<file path="config.mk">
export PLATFORM = sky130hd
export DESIGN_NAME = spi_nand_command_sequencer
export DESIGN_NICKNAME = d
export VERILOG_FILES = /design/src/sv/sncs_pkg.sv /design/src/sv/sncs_core.sv /design/src/sv/sncs_burst.sv /design/src/sv/spi_nand_command_sequencer.sv
export SDC_FILE = /design/constraint.sdc
export NUM_CORES = 1
export LEC_CHECK = 0
export BUFFER_PORTS_ARGS = -buffer_cell sky130_fd_sc_hd__buf_2
export CAP_MARGIN = 25
export CELL_PAD_IN_SITES_DETAIL_PLACEMENT = 1
export CELL_PAD_IN_SITES_GLOBAL_PLACEMENT = 2
export CORE_AREA = 2 2 228 230
export CTS_BUF_LIST = sky130_fd_sc_hd__clkbuf_4 sky130_fd_sc_hd__clkbuf_8
export DETAILED_ROUTE_END_ITERATION = 8
export DIE_AREA = 0 0 230 232
export PLACE_DENSITY_LB_ADDON = 0.1
export SYNTH_ARGS = -nofsm -noshare
export SYNTH_HDL_FRONTEND = slang
export SYNTH_SLANG_ARGS = --single-unit
export TNS_END_PERCENT = 10
</file>
<file path="constraint.sdc">
create_clock -name clk -period 6.3 [get_ports clk]
set_input_delay 1.89 -clock clk [delete_from_list [all_inputs] [get_ports clk]]
set_output_delay 1.89 -clock clk [all_outputs]
set_load 0.02 [all_outputs]
</file>
<file path="src/sv/sncs_pkg.sv">
package sncs_pkg;

  localparam int RowAddrBits = 24;
  localparam int TickBits    = 16;
  localparam int TickCmpW    = (TickBits > 16) ? TickBits : 16;
  localparam int MaxRes      = 7;
  localparam int CntW        = $clog2(MaxRes + 1);

  localparam logic [8:0]  PpbReset  = 9'd64;
  localparam logic [12:0] PtotReset = 13'd2176;
  localparam logic [11:0] PdsReset  = 12'd2048;
  localparam logic [15:0] ToReset   = 16'd100;

  localparam logic [1:0] CFG_PAGES_PER_BLOCK = 2'd0;
  localparam logic [1:0] CFG_PAGE_TOTAL      = 2'd1;
  localparam logic [1:0] CFG_PAGE_DATA_SIZE  = 2'd2;
  localparam logic [1:0] CFG_TIMEOUT_TICKS   = 2'd3;

  localparam logic [2:0] OP_ERASE   = 3'd0;
  localparam logic [2:0] OP_READ    = 3'd1;
  localparam logic [2:0] OP_WRITE   = 3'd2;
  localparam logic [2:0] OP_WR_BYTE = 3'd3;
  localparam logic [2:0] OP_REPLY   = 3'd4;
  localparam logic [2:0] OP_TICK    = 3'd5;

  localparam logic [1:0] KIND_FLASH = 2'd0;
  localparam logic [1:0] KIND_HOST  = 2'd1;
  localparam logic [1:0] KIND_DONE  = 2'd2;

  localparam logic [2:0] ST_OK         = 3'd0;
  localparam logic [2:0] ST_ERASE_FAIL = 3'd1;
  localparam logic [2:0] ST_PROG_FAIL  = 3'd2;
  localparam logic [2:0] ST_BAD_BLOCK  = 3'd3;
  localparam logic [2:0] ST_TIMEOUT    = 3'd4;

  localparam logic [7:0] CMD_BLOCK_ERASE  = 8'hD8;
  localparam logic [7:0] CMD_FEATURE_RD   = 8'h0F;
  localparam logic [7:0] CMD_PROG_EXEC    = 8'h10;
  localparam logic [7:0] CMD_PROG_LOAD    = 8'h02;
  localparam logic [7:0] CMD_CACHE_RD     = 8'h03;
  localparam logic [7:0] CMD_PAGE_READ    = 8'h13;
  localparam logic [7:0] CMD_WREN         = 8'h06;
  localparam logic [7:0] CMD_WRITE_DIS    = 8'h04;
  localparam logic [7:0] REG_STATUS_ADDR  = 8'hC0;

  localparam int BitBusy      = 0;
  localparam int BitProgFail  = 3;
  localparam int BitEraseFail = 2;

  typedef enum logic [2:0] {
    PH_IDLE,
    PH_ERASE_POLL,
    PH_READ_POLL,
    PH_READ_DATA,
    PH_LOAD,
    PH_LOAD_POLL,
    PH_EXEC_POLL
  } phase_t;

  typedef struct packed {
    logic [1:0]  kind;
    logic [7:0]  data;
    logic        frame_start;
    logic        frame_end;
    logic [12:0] reply_count;
    logic [2:0]  status_code;
    logic        last;
  } res_t;

  typedef struct packed {
    logic            load;
    logic [CntW-1:0] n;
  } load_t;

endpackage

</file>
<file path="src/sv/sncs_core.sv">
module sncs_core (
  input  logic                                       clk,
  input  logic                                       rst_n,
  input  logic                                       in_tvalid,
  output logic                                       in_tready,
  input  logic [55:0]                                in_tdata,
  input  logic [2:0]                                 in_tuser,
  input  logic                                       cfg_we,
  input  logic [1:0]                                 cfg_index,
  input  logic [15:0]                                cfg_wdata,
  input  logic                                       load_ok,
  output sncs_pkg::load_t                            ld,
  output sncs_pkg::res_t [sncs_pkg::MaxRes-1:0]      list
);
  import sncs_pkg::*;

  logic        vld_r;
  logic [2:0]  op_r;
  logic [15:0] blk_r;
  logic [7:0]  pg_r;
  logic [11:0] col_r;
  logic [11:0] len_r;
  logic [7:0]  db_r;

  logic [8:0]  ppb_r;
  logic [12:0] ptot_r;
  logic [11:0] pds_r;
  logic [15:0] to_r;

  phase_t                 phase_r, phase_nxt;
  logic [RowAddrBits-1:0] row_r, row_nxt;
  logic [12:0]            bc_r, bc_nxt;
  logic [TickBits-1:0]    ticks_r, ticks_nxt;
  logic                   piz_r, piz_nxt;
  logic                   mwz_r, mwz_nxt;
  logic [7:0]             ls_r, ls_nxt;

  logic [7:0]             pg_sel;
  logic [24:0]            prod;
  logic [25:0]            row_sum;
  logic [RowAddrBits-1:0] row_new;
  logic [23:0]            rowb;
  logic [23:0]            row_cur;
  logic [12:0]            bc_dec;
  logic [12:0]            bc_inc;
  logic                   polling;
  logic                   tick_over;
  logic [CntW-1:0]        n;
  res_t [MaxRes-1:0]      res;
  logic                   consume;
  logic                   accept;

  function automatic res_t mk(input logic [1:0] k, input logic [7:0] b, input logic fs,
                              input logic fe, input logic [12:0] rc, input logic [2:0] st);
    res_t r;
    r.kind        = k;
    r.data        = b;
    r.frame_start = fs;
    r.frame_end   = fe;
    r.reply_count = rc;
    r.status_code = st;
    r.last        = 1'b0;
    return r;
  endfunction

  assign pg_sel    = (op_r == OP_ERASE) ? 8'd0 : pg_r;
  assign prod      = blk_r * ppb_r;
  assign row_sum   = {1'b0, prod} + {18'd0, pg_sel};
  assign row_new   = row_sum[RowAddrBits-1:0];
  assign rowb      = 24'(row_new);
  assign row_cur   = 24'(row_r);
  assign bc_dec    = bc_r - 13'd1;
  assign bc_inc    = bc_r + 13'd1;
  assign polling   = (phase_r == PH_ERASE_POLL) || (phase_r == PH_READ_POLL) ||
                     (phase_r == PH_LOAD_POLL) || (phase_r == PH_EXEC_POLL);
  assign tick_over = TickCmpW'(ticks_r) >= TickCmpW'(to_r);

  always_comb begin
    phase_nxt = phase_r;
    row_nxt   = row_r;
    bc_nxt    = bc_r;
    ticks_nxt = ticks_r;
    piz_nxt   = piz_r;
    mwz_nxt   = mwz_r;
    ls_nxt    = ls_r;
    n         = '0;
    res       = '0;
    if (phase_r == PH_IDLE && op_r == OP_ERASE) begin
      row_nxt   = row_new;
      res[0]    = mk(KIND_FLASH, CMD_WREN, 1'b1, 1'b1, 13'd0, ST_OK);
      res[1]    = mk(KIND_FLASH, CMD_BLOCK_ERASE, 1'b1, 1'b0, 13'd0, ST_OK);
      res[2]    = mk(KIND_FLASH, rowb[23:16], 1'b0, 1'b0, 13'd0, ST_OK);
      res[3]    = mk(KIND_FLASH, rowb[15:8], 1'b0, 1'b0, 13'd0, ST_OK);
      res[4]    = mk(KIND_FLASH, rowb[7:0], 1'b0, 1'b1, 13'd0, ST_OK);
      res[5]    = mk(KIND_FLASH, CMD_FEATURE_RD, 1'b1, 1'b0, 13'd0, ST_OK);
      res[6]    = mk(KIND_FLASH, REG_STATUS_ADDR, 1'b0, 1'b1, 13'd1, ST_OK);
      n         = CntW'(7);
      ticks_nxt = '0;
      phase_nxt = PH_ERASE_POLL;
    end else if (phase_r == PH_IDLE && op_r == OP_READ) begin
      row_nxt   = row_new;
      piz_nxt   = (pg_r == 8'd0);
      res[0]    = mk(KIND_FLASH, CMD_PAGE_READ, 1'b1, 1'b0, 13'd0, ST_OK);
      res[1]    = mk(KIND_FLASH, rowb[23:16], 1'b0, 1'b0, 13'd0, ST_OK);
      res[2]    = mk(KIND_FLASH, rowb[15:8], 1'b0, 1'b0, 13'd0, ST_OK);
      res[3]    = mk(KIND_FLASH, rowb[7:0], 1'b0, 1'b1, 13'd0, ST_OK);
      res[4]    = mk(KIND_FLASH, CMD_FEATURE_RD, 1'b1, 1'b0, 13'd0, ST_OK);
      res[5]    = mk(KIND_FLASH, REG_STATUS_ADDR, 1'b0, 1'b1, 13'd1, ST_OK);
      n         = CntW'(6);
      ticks_nxt = '0;
      phase_nxt = PH_READ_POLL;
    end else if (phase_r == PH_IDLE && op_r == OP_WRITE) begin
      row_nxt = row_new;
      bc_nxt  = {1'b0, len_r};
      res[0]  = mk(KIND_FLASH, CMD_WREN, 1'b1, 1'b1, 13'd0, ST_OK);
      res[1]  = mk(KIND_FLASH, CMD_PROG_LOAD, 1'b1, 1'b0, 13'd0, ST_OK);
      res[2]  = mk(KIND_FLASH, {4'd0, col_r[11:8]}, 1'b0, 1'b0, 13'd0, ST_OK);
      res[3]  = mk(KIND_FLASH, col_r[7:0], 1'b0, (len_r == 12'd0), 13'd0, ST_OK);
      if (len_r == 12'd0) begin
        res[4]    = mk(KIND_FLASH, CMD_FEATURE_RD, 1'b1, 1'b0, 13'd0, ST_OK);
        res[5]    = mk(KIND_FLASH, REG_STATUS_ADDR, 1'b0, 1'b1, 13'd1, ST_OK);
        n         = CntW'(6);
        ticks_nxt = '0;
        phase_nxt = PH_LOAD_POLL;
      end else begin
        n         = CntW'(4);
        phase_nxt = PH_LOAD;
      end
    end else if (op_r == OP_WR_BYTE && phase_r == PH_LOAD) begin
      bc_nxt = bc_dec;
      res[0] = mk(KIND_FLASH, db_r, 1'b0, (bc_dec == 13'd0), 13'd0, ST_OK);
      if (bc_dec == 13'd0) begin
        res[1]    = mk(KIND_FLASH, CMD_FEATURE_RD, 1'b1, 1'b0, 13'd0, ST_OK);
        res[2]    = mk(KIND_FLASH, REG_STATUS_ADDR, 1'b0, 1'b1, 13'd1, ST_OK);
        n         = CntW'(3);
        ticks_nxt = '0;
        phase_nxt = PH_LOAD_POLL;
      end else begin
        n = CntW'(1);
      end
    end else if (op_r == OP_REPLY && phase_r == PH_READ_DATA) begin
      res[0] = mk(KIND_HOST, db_r, 1'b0, 1'b0, 13'd0, ST_OK);
      if (bc_r == {1'b0, pds_r} && db_r == 8'd0) begin
        mwz_nxt = 1'b1;
      end
      bc_nxt = bc_inc;
      if (bc_inc >= ptot_r) begin
        res[1]    = mk(KIND_DONE, 8'd0, 1'b0, 1'b0, 13'd0,
                       (piz_r && mwz_nxt) ? ST_BAD_BLOCK : ST_OK);
        n         = CntW'(2);
        phase_nxt = PH_IDLE;
      end else begin
        n = CntW'(1);
      end
    end else if (op_r == OP_REPLY && polling) begin
      ls_nxt = db_r;
      if (!db_r[BitBusy]) begin
        case (phase_r)
          PH_ERASE_POLL: begin
            res[0]    = mk(KIND_FLASH, CMD_WRITE_DIS, 1'b1, 1'b1, 13'd0, ST_OK);
            res[1]    = mk(KIND_DONE, 8'd0, 1'b0, 1'b0, 13'd0,
                           db_r[BitEraseFail] ? ST_ERASE_FAIL : ST_OK);
            n         = CntW'(2);
            phase_nxt = PH_IDLE;
          end
          PH_READ_POLL: begin
            res[0]  = mk(KIND_FLASH, CMD_CACHE_RD, 1'b1, 1'b0, 13'd0, ST_OK);
            res[1]  = mk(KIND_FLASH, 8'd0, 1'b0, 1'b0, 13'd0, ST_OK);
            res[2]  = mk(KIND_FLASH, 8'd0, 1'b0, 1'b0, 13'd0, ST_OK);
            res[3]  = mk(KIND_FLASH, 8'd0, 1'b0, 1'b1, ptot_r, ST_OK);
            bc_nxt  = '0;
            mwz_nxt = 1'b0;
            if (ptot_r == 13'd0) begin
              res[4]    = mk(KIND_DONE, 8'd0, 1'b0, 1'b0, 13'd0, ST_OK);
              n         = CntW'(5);
              phase_nxt = PH_IDLE;
            end else begin
              n         = CntW'(4);
              phase_nxt = PH_READ_DATA;
            end
          end
          PH_LOAD_POLL: begin
            res[0]    = mk(KIND_FLASH, CMD_PROG_EXEC, 1'b1, 1'b0, 13'd0, ST_OK);
            res[1]    = mk(KIND_FLASH, row_cur[23:16], 1'b0, 1'b0, 13'd0, ST_OK);
            res[2]    = mk(KIND_FLASH, row_cur[15:8], 1'b0, 1'b0, 13'd0, ST_OK);
            res[3]    = mk(KIND_FLASH, row_cur[7:0], 1'b0, 1'b1, 13'd0, ST_OK);
            res[4]    = mk(KIND_FLASH, CMD_FEATURE_RD, 1'b1, 1'b0, 13'd0, ST_OK);
            res[5]    = mk(KIND_FLASH, REG_STATUS_ADDR, 1'b0, 1'b1, 13'd1, ST_OK);
            n         = CntW'(6);
            ticks_nxt = '0;
            phase_nxt = PH_EXEC_POLL;
          end
          default: begin
            res[0]    = mk(KIND_FLASH, CMD_WRITE_DIS, 1'b1, 1'b1, 13'd0, ST_OK);
            res[1]    = mk(KIND_DONE, 8'd0, 1'b0, 1'b0, 13'd0,
                           db_r[BitProgFail] ? ST_PROG_FAIL : ST_OK);
            n         = CntW'(2);
            phase_nxt = PH_IDLE;
          end
        endcase
      end else if (tick_over) begin
        res[0]    = mk(KIND_DONE, 8'd0, 1'b0, 1'b0, 13'd0, ST_TIMEOUT);
        n         = CntW'(1);
        phase_nxt = PH_IDLE;
      end else begin
        res[0] = mk(KIND_FLASH, CMD_FEATURE_RD, 1'b1, 1'b0, 13'd0, ST_OK);
        res[1] = mk(KIND_FLASH, REG_STATUS_ADDR, 1'b0, 1'b1, 13'd1, ST_OK);
        n      = CntW'(2);
      end
    end else if (op_r == OP_TICK && polling) begin
      if (ticks_r != {TickBits{1'b1}}) begin
        ticks_nxt = ticks_r + TickBits'(1);
      end
    end
    for (int i = 0; i < MaxRes; i++) begin
      res[i].last = (CntW'(i + 1) == n);
    end
  end

  assign consume   = vld_r && (load_ok || (n == '0));
  assign accept    = in_tvalid && in_tready;
  assign in_tready = !vld_r || consume;
  assign ld.load   = consume;
  assign ld.n      = n;
  assign list      = res;

  always_ff @(posedge clk) begin
    if (!rst_n) begin
      vld_r <= 1'b0;
    end else if (accept) begin
      vld_r <= 1'b1;
    end else if (consume) begin
      vld_r <= 1'b0;
    end
  end

  always_ff @(posedge clk) begin
    if (accept) begin
      op_r  <= in_tuser;
      blk_r <= in_tdata[15:0];
      pg_r  <= in_tdata[23:16];
      col_r <= in_tdata[35:24];
      len_r <= in_tdata[47:36];
      db_r  <= in_tdata[55:48];
    end
  end

  always_ff @(posedge clk) begin
    if (!rst_n) begin
      ppb_r  <= PpbReset;
      ptot_r <= PtotReset;
      pds_r  <= PdsReset;
      to_r   <= ToReset;
    end else if (cfg_we) begin
      case (cfg_index)
        CFG_PAGES_PER_BLOCK: ppb_r  <= cfg_wdata[8:0];
        CFG_PAGE_TOTAL:      ptot_r <= cfg_wdata[12:0];
        CFG_PAGE_DATA_SIZE:  pds_r  <= cfg_wdata[11:0];
        CFG_TIMEOUT_TICKS:   to_r   <= cfg_wdata;
        default:             to_r   <= to_r;
      endcase
    end
  end

  always_ff @(posedge clk) begin
    if (!rst_n) begin
      phase_r <= PH_IDLE;
      row_r   <= '0;
      bc_r    <= '0;
      ticks_r <= '0;
      piz_r   <= 1'b0;
      mwz_r   <= 1'b0;
      ls_r    <= '0;
    end else if (consume) begin
      phase_r <= phase_nxt;
      row_r   <= row_nxt;
      bc_r    <= bc_nxt;
      ticks_r <= ticks_nxt;
      piz_r   <= piz_nxt;
      mwz_r   <= mwz_nxt;
      ls_r    <= ls_nxt;
    end
  end

endmodule

</file>
<file path="src/sv/sncs_burst.sv">
module sncs_burst (
  input  logic                                  clk,
  input  logic                                  rst_n,
  input  sncs_pkg::load_t                       ld,
  input  sncs_pkg::res_t [sncs_pkg::MaxRes-1:0] list,
  output logic                                  load_ok,
  output logic                                  out_tvalid,
  input  logic                                  out_tready,
  output logic [31:0]                           out_tdata,
  output logic [1:0]                            out_tuser,
  output logic                                  out_tlast
);
  import sncs_pkg::*;

  res_t [MaxRes-1:0] ent_r, ent_nxt;
  logic [CntW-1:0]   cnt_r, cnt_nxt;
  logic              pop;
  res_t              head;

  assign head       = ent_r[0];
  assign out_tvalid = (cnt_r != '0);
  assign pop        = out_tvalid && out_tready;
  assign load_ok    = (cnt_r == '0) || ((cnt_r == CntW'(1)) && pop);
  assign out_tuser  = head.kind;
  assign out_tlast  = head.last;
  assign out_tdata  = {6'd0, head.status_code, head.reply_count, head.frame_end,
                       head.frame_start, head.data};

  always_comb begin
    ent_nxt = ent_r;
    cnt_nxt = cnt_r;
    if (ld.load && (ld.n != '0)) begin
      ent_nxt = list;
      cnt_nxt = ld.n;
    end else if (pop) begin
      for (int i = 0; i < MaxRes - 1; i++) begin
        ent_nxt[i] = ent_r[i + 1];
      end
      cnt_nxt = cnt_r - CntW'(1);
    end
  end

  always_ff @(posedge clk) begin
    if (!rst_n) begin
      cnt_r <= '0;
    end else begin
      cnt_r <= cnt_nxt;
    end
  end

  always_ff @(posedge clk) begin
    ent_r <= ent_nxt;
  end

`ifndef ASSERT_OFF
  a_load_when_free: assert property (@(posedge clk) disable iff (!rst_n)
    (ld.load && (ld.n != '0)) |-> load_ok)
    else $error("burst loaded while results still pending");
  a_last_on_final: assert property (@(posedge clk) disable iff (!rst_n)
    out_tvalid |-> (head.last == (cnt_r == CntW'(1))))
    else $error("last flag does not match final queued result");
  a_cnt_bound: assert property (@(posedge clk) disable iff (!rst_n)
    cnt_r <= CntW'(MaxRes))
    else $error("result count exceeds queue depth");
  a_drain_step: assert property (@(posedge clk) disable iff (!rst_n)
    (pop && !ld.load && (cnt_r > CntW'(1))) |=> (cnt_r == $past(cnt_r) - CntW'(1)))
    else $error("queue count did not step down on pop");
`endif

endmodule

</file>
<file path="src/sv/spi_nand_command_sequencer.sv">
// SPI NAND command sequencer.
// Host operations, write data bytes, flash reply bytes and timer ticks enter on
// the in_ stream, with the operation code in in_tuser. Each item expands into
// zero to seven result items on the out_ stream: bytes to send to the flash with
// chip select framing, read bytes for the host, or an operation finished item
// that carries the status code. out_tlast marks the last result of one item.
// An accepted item is held in an input register and is processed from there once
// the result queue can take its results, which are registered in that queue.
// Results leave one per cycle, while out_tready is high, from a seven-entry result
// queue, and a new item is processed as the queue hands out its final entry.
// Items that cause no result, such as ticks, pass at one per cycle even while the
// queue drains.
// The row address takes one 16 by 9 bit multiply and an add in the processing cycle.
// When out_tready is low, the queue holds and in_tready drops once the input
// register holds an item whose results the queue cannot take. Configuration
// writes on cfg_ take effect at the next edge. Synchronous reset returns to idle
// with an empty queue and the configuration registers at their default values.
module spi_nand_command_sequencer (
  input  logic        clk,
  input  logic        rst_n,
  input  logic        in_tvalid,
  output logic        in_tready,
  // block[15:0], page[23:16], column[35:24], length[47:36], data_byte[55:48]
  input  logic [55:0] in_tdata,
  // operation[2:0]
  input  logic [2:0]  in_tuser,
  output logic        out_tvalid,
  input  logic        out_tready,
  // out_byte[7:0], frame_start[8], frame_end[9], reply_count[22:10],
  // status_code[25:23], zero[31:26]
  output logic [31:0] out_tdata,
  // out_kind[1:0]
  output logic [1:0]  out_tuser,
  output logic        out_tlast,
  input  logic        cfg_we,
  input  logic [1:0]  cfg_index,
  input  logic [15:0] cfg_wdata
);
  import sncs_pkg::*;

  load_t             ld;
  res_t [MaxRes-1:0] list;
  logic              load_ok;

  sncs_core u_core (
    .clk       (clk),
    .rst_n     (rst_n),
    .in_tvalid (in_tvalid),
    .in_tready (in_tready),
    .in_tdata  (in_tdata),
    .in_tuser  (in_tuser),
    .cfg_we    (cfg_we),
    .cfg_index (cfg_index),
    .cfg_wdata (cfg_wdata),
    .load_ok   (load_ok),
    .ld        (ld),
    .list      (list)
  );

  sncs_burst u_burst (
    .clk        (clk),
    .rst_n      (rst_n),
    .ld         (ld),
    .list       (list),
    .load_ok    (load_ok),
    .out_tvalid (out_tvalid),
    .out_tready (out_tready),
    .out_tdata  (out_tdata),
    .out_tuser  (out_tuser),
    .out_tlast  (out_tlast)
  );

endmodule
</file>
==> Word-level counts from Yosys, hierarchy flattened <==
Index checks and enable logic that the tools add are counted.
{ "totals": {"register_bits": 374, "input_bits": 82, "word_cells": 252, "output_inout_bits": 37} }
{ "classes": {"bitwise": 4, "eq_ne": 33, "mul": 1, "n_reduce_logical": 53, "n_mux": 87, "n_lt_le_gt_ge": 2, "add_sub_neg": 5} }
{ "ops": {"columns": ["cell", "count"], "rows": [
  ["174-bit 2-to-1 mux", 6],
  ["16-bit 2-to-1 mux", 12],
  ["87-bit 2-to-1 mux", 2],
  ["58-bit one-hot mux with 3 select lines", 1],
  ["87-bit one-hot mux with 2 select lines", 1],
  ["116-bit 2-to-1 mux", 1],
  ["58-bit 2-to-1 mux", 2],
  ["114-bit 2-to-1 mux", 1],
  ["56-bit 2-to-1 mux", 2],
  ["29-bit 2-to-1 mux", 3],
  ["27-bit 2-to-1 mux", 3],
  ["13-bit 2-to-1 mux", 6],
  ["24-bit 2-to-1 mux", 3],
  ["3-bit 2-to-1 mux", 19],
  ["13-bit logical NOT", 2],
  ["24-bit by 8-bit adder with 24-bit output", 1],
  ["16-bit by 9-bit multiplier with 24-bit output", 1],
  ["6-bit nonzero test", 3],
  ["16-bit by 1-bit adder with 16-bit output, second input constant", 1],
  ["16-bit greater-or-equal comparator", 1],
  ["8-bit logical NOT", 2],
  ["16-bit inequality test, second input constant", 1],
  ["8-bit AND reduction", 2],
  ["3-bit equality test, second input constant", 5],
  ["other kinds (39)", 104]
]} }

==> Longest topological paths before layout <==
{ "logic_depth": {"ltp_word": 17, "ltp_mapped": 23, "mapped_depth_nobuf": 21} }

==> By module <==
From an unflattened synthesis, not the netlist that was laid out.
{ "unflattened": {"cells_unflattened": 2551, "area_unflattened_um2": 23627.7} }
{ "modules_own_cells": {"columns": ["module", "instances", "seq_area_each_um2", "area_each_um2", "cells_per_inst"], "rows": [
  ["sncs_core", 1, 3953.8, 14879.3, 1724],
  ["sncs_burst", 1, 6155.9, 8748.4, 827]
]} }

==> Worst setup path after synthesis <==
OpenSTA, ideal clock, no wires.
{ "synth_path": {"kind": "in2reg", "from": "input out_tready", "to": "register u_burst.cnt_r[1]", "setup_ps": 140, "path_stages": 9, "path_slack_ps": 42, "required_time_ps": 6160, "t_arrival_ps": 6118, "path_buffers": 3, "cell_sequence": "a21oi_1 nor2_1 and2_1 clkbuf_1 o21ai_2 buf_6 clkbuf_1 nand2_1 o221a_2"} }
{ "synth_between": {"elab_chain_len": 7, "word_cells_on_any_way": 8, "classes_between": "mux: 1; reduce/logical: 7"} }
{ "synth_lines": {"columns": ["element", "line_no", "rtl"], "rows": [
  ["from (decl)", "spi_nand_command_sequencer.sv:28", "input logic out_tready,"],
  ["1-bit logical AND *", "sncs_burst.sv:22", "assign pop = out_tvalid && out_tready;"],
  ["1-bit logical AND", "sncs_burst.sv:23", "assign load_ok = (cnt_r == '0) || ((cnt_r == CntW'(1)) && pop);"],
  ["1-bit logical OR", "sncs_burst.sv:23", null],
  ["1-bit logical OR", "sncs_core.sv:220", "assign consume = vld_r && (load_ok || (n == '0));"],
  ["1-bit logical AND", "sncs_core.sv:220", null],
  ["1-bit logical AND", "sncs_burst.sv:32", "if (ld.load && (ld.n != '0)) begin"],
  ["3-bit 2-to-1 mux or 2-bit nonzero test (tied branches)", null, null],
  ["to (signal assigned)", "sncs_burst.sv:47", "cnt_r <= cnt_nxt;"],
  ["to (decl)", "sncs_burst.sv:16", "logic [CntW-1:0] cnt_r, cnt_nxt;"]
]} }
Every way passes the cells marked *; elsewhere a longest branch is shown, timed or not.
A chain may end at the register's enable or synchronous reset.

==> Worst setup path after layout <==
{ "layout_path": {"from": "register u_core.bc_r[0]", "to": "output in_tready"} }
{ "layout_between": {"elab_chain_len": 12, "word_cells_on_any_way": 15, "classes_between": "add/sub: 2; order compare: 1; mux: 7; reduce/logical: 5"} }
{ "layout_lines": {"columns": ["element", "line_no", "rtl"], "rows": [
  ["from (decl)", "sncs_core.sv:32", "logic [12:0] bc_r, bc_nxt;"],
  ["from (signal assigned)", "sncs_core.sv:277", "bc_r <= bc_nxt;"],
  ["13-bit by 1-bit adder with 13-bit output", "sncs_core.sv:73", "assign bc_inc = bc_r + 13'd1;"],
  ["13-bit greater-or-equal comparator", "sncs_core.sv:147", "if (bc_inc >= ptot_r) begin"],
  ["2-bit 2-to-1 mux", "sncs_core.sv:147", null],
  ["3-bit 2-to-1 mux", "sncs_core.sv:141", "end else if (op_r == OP_REPLY && phase_r == PH_READ_DATA) begin"],
  ["3-bit 2-to-1 mux *", "sncs_core.sv:129", "end else if (op_r == OP_WR_BYTE && phase_r == PH_LOAD) begin"],
  ["3-bit 2-to-1 mux *", "sncs_core.sv:112", "end else if (phase_r == PH_IDLE && op_r == OP_WRITE) begin"],
  ["3-bit 2-to-1 mux *", "sncs_core.sv:100", "end else if (phase_r == PH_IDLE && op_r == OP_READ) begin"],
  ["3-bit 2-to-1 mux *", "sncs_core.sv:88", "if (phase_r == PH_IDLE && op_r == OP_ERASE) begin"],
  ["3-bit logical NOT *", "sncs_core.sv:220", null],
  ["1-bit logical OR *", "sncs_core.sv:220", null],
  ["1-bit logical AND *", "sncs_core.sv:220", null],
  ["1-bit logical OR *", "sncs_core.sv:222", "assign in_tready = !vld_r || consume;"],
  ["to (decl)", "spi_nand_command_sequencer.sv:22", "output logic in_tready,"]
]} }
Marks and branches as above.

==> flow_summary.ini <==
[power]
p_leak_uw = 0.00859
ir_worst_vdd_uv = 182
p_per_area_nw_per_um2 = 329
total_power_uw = 6890

[cells_and_area]
area.growth.synth_to_final_pct = 12.4
stdcell_count = 2702
drive_gt1_share_pct = 13.4
nets = 2259
utilization_pct = 41.1

[sta]
holdWs_ns = 0.455
tightest_slew_ns = 1.04
fin_tns_setup_ns = 0
max_freq_mhz = 167
min_period_ns = 5.97
fin_crit_sh_pct = 94.8
hold_viol = 0
rsz0062_at_grt = no
clock_skew_ns = 0.0607
slew_violations = 0
relSlewSlack_pct = 30.1
setup_violations = 0

[clocking]
clock_sinks = 295
clockRootBuffer = clkbuf_8
cts_tree = built
clk_pin_slew_ns = 0.06
cts_buffers = 56
cts_htree_levels = 2
cts_buffer_depth = 3
insertion_delay_ns = 0.69

[routing]
final_antenna_net_count = 0
wl_mm = 58.0
drc = 0
first_iter_violations = 818
vias = 14100
wire_per_inst_um = 21.5
vias_per_cell = 5.23
dr.pass1.iters = 6

[place]
port_buffers = 112
routabilityCongestion = 0.885
hpwlAfterDp_mm = 43.1
dp.cells = 2591

[synthesis]
synth_top_area_cell = edfxtp_1
synthFlopType = edfxtp_1
synth-edff-count = 183
syn-instance-count = 1899
yosys-top-cells-area = edfxtp_1 (30%), dfxtp_1 (12%), fa_1 (11%), ha_1 (6.8%), nand2_1 (6.4%)
synth_top_area_share_pct = 29.5
syn_area_sq_um = 18600
ys_async_sr_fraction_pct = 0
yosysSeqAreaShare_pct = 41.6
ys_types = 77
syn_area_per_cell_sq_um = 9.80
yosys_warnings = 0
synth-seq-cells = 295

[critical_path]
cpMostUsedCell = inv_1
r2r_slack_ns = 0.38
critPathRequiredTime_ns = 4.41
worstPathCellList = inv_1 -> ha_1 -> or3b_4 -> o31ai_4 -> or4b_1 -> a221o_1 -> or2_0 -> nand4b_4 -> nor2_1 -> nor3b_2 -> inv_1 -> buf_2
worstSetupPathType = reg2out
reg2regPathDepth = 19
cp_top_family = simple AND/OR/NAND/NOR gates
worst_path_largest_cell_delay_ns = 0.51
cp.arrival_ns = 4.08
rr_startpoint = u_core.blk_r[5]
cp-end-kind = output pin
cp_max_fo = 10
crit_buf_inv = 3
start_kind = flop
crit_path_top_delay_cell = or4b_1
r2r_end = u_burst.ent_r[82]

[worst_hold_path]
hp-start = u_core.row_cur[7]
whs_endpoint = u_core.row_cur[7]
min_path_type = reg2reg
hold_depth = 2

[grt]
grt_pass1_wl_mm = 90.4
antenna_found_initial = 1
grt_max_degree = 79
grt_pass1_vias = 14800
grt_use_total_pct = 22.2
grt_overflow = 0

[floorplan]
io_pins = 119
dieWidth_um = 230
core_area_sq_um = 50900
fp.dieH_um = 232
initial_core_util_pct = 36.6
rows = 83
dieArea_sq_um = 53400

[status]
outcome = complete, no violations

[flow_run]
cap_violations = 0
-- synthesized netlist by cell type (all sizes together) (4+ instances only) --
cell type and count:
o21ai 65, a222oi 15, edfxtp 183, a21oi 110
a21boi 4, and2 143, nor4 20, nor2 103
nand3 35, nor3 38, o311ai 9, nand2 316
xor2 28, or3 5, clkbuf 80, a22oi 7
nor2b 6, or2 7, nand4 10, xnor2 29
dfxtp 112, inv 124, a211o 5, a211oi 10
ha 101, nand2b 12, fa 102, o211ai 10
and3 15, a31oi 20, o21bai 5, a21o 18
mux2i 12, nor3b 8, o21a 6, a221oi 10
buf 53, o31ai 13
-- per-layer routing --
metal | up-vias | track usage, % | part of all wire, %
met4 | 2 | 7.10 | 2.6
met2 | 325 | 33.5 | 43
met3 | 87 | 3.05 | 4.4
met1 | 7038 | 32.7 | 50
li1 | 6691 | - | -
met5 | - | 0 | 0.022
-- how the worst max path moves through the flow --
stage	start	to	depth (start not counted)
6_report	u_core.bc_r[0]	in_tready	12
5_1_grt	u_core.ppb_r[0]	u_burst.ent_r[54]	18
4_1_cts	u_core.bc_r[0]	in_tready	12
3_5_place_dp	u_core.blk_r[3]	u_burst.ent_r[54]	20
3_3_place_gp	u_core.blk_r[3]	u_burst.ent_r[83]	20
2_1_floorplan	out_tready	u_burst.cnt_r[1]	9
-- area by class of cell --
cell class / count / area, sq um
fillers: 5741 / 30000
flip-flops and latches: 295 / 7740
clock inverters: 33 / 269
diodes: 1 / 2.50
multi-input cells: 1352 / 9800
clock buffers: 72 / 903
inverters: 124 / 465
well taps: 680 / 851
repair buffers: 145 / 881
-- logic make-up (layout without fill, tap and decap cells) --
family | Yosys count | after routing | share of synthesized area, %
compound gates | 337 | 337 | 11.9
mux | 13 | 13 | 0.706
other cells | 1 | 7 | 0.0201
flops | 295 | 295 | 41.6
buf+inv | 257 | 374 | 6.16
fa+ha+maj | 203 | 203 | 17.8
simple gates | 736 | 736 | 19.2
xor+xnor | 57 | 57 | 2.68
-- registers in the layout, summed over array words and instances, names as in the netlist, 13 cells and up --
name               count
u_burst.ent_r         95
u_burst.out_tdata     26
u_core.row_cur        24
u_core.blk_r          16
u_core.ticks_r        16
u_core.to_r           16
u_core.bc_r           13
u_core.ptot_r         13
-- tightest hold or removal path, stage by stage, from the launching register on --
cell and delay [ns]:
dfxtp_1 0.31, nand2_1 0.05, a21oi_1 0.05
-- where the power goes --
group / leakage [uW] / internal [uW] / total (uW) / switching [uW]
clock network: 0.000622 / 1110 / 2010 / 897
registers: 0.00267 / 2740 / 2920 / 178
logic: 0.00530 / 652 / 1970 / 1320
total: 0.00859 / 4500 / 6890 / 2390
-- what timing repair did --
action | in CTS | in global routing
endpoints found under the setup margin | 1 | 10
resized for setup | 1 | 5
hold endpoints to repair | 0 | 0
pin swaps | 0 | 2
setup buffers | 0 | 3
hold buffers | 0 | 0
-- layout by cell type (no fill, tap or decap), types with 18 or more instances in the layout --
cell	n
a31oi_1	19
xnor2_1	29
xor2_1	28
buf_2	112
a21oi_1	110
a21o_1	18
nand2_1	315
and2_1	143
buf_4	29
fa_1	102
nor3_1	30
edfxtp_1	183
inv_1	122
nor4_1	20
dfxtp_1	110
o21ai_0	64
ha_1	101
nand3_1	34
nor2_1	101
clkbuf_8	58
-- per-stage QoR --
step | worst slack (ns) | area, sq um
after floorplan | 0.0417 | 18600
after global placement | 0.384 | 19600
after global routing | 0.0164 | 20900
after CTS | 0.0859 | 20800
after detailed placement | 0.225 | 19600
final | 0.325 | 20900
(Power assumes the default switching activity.)
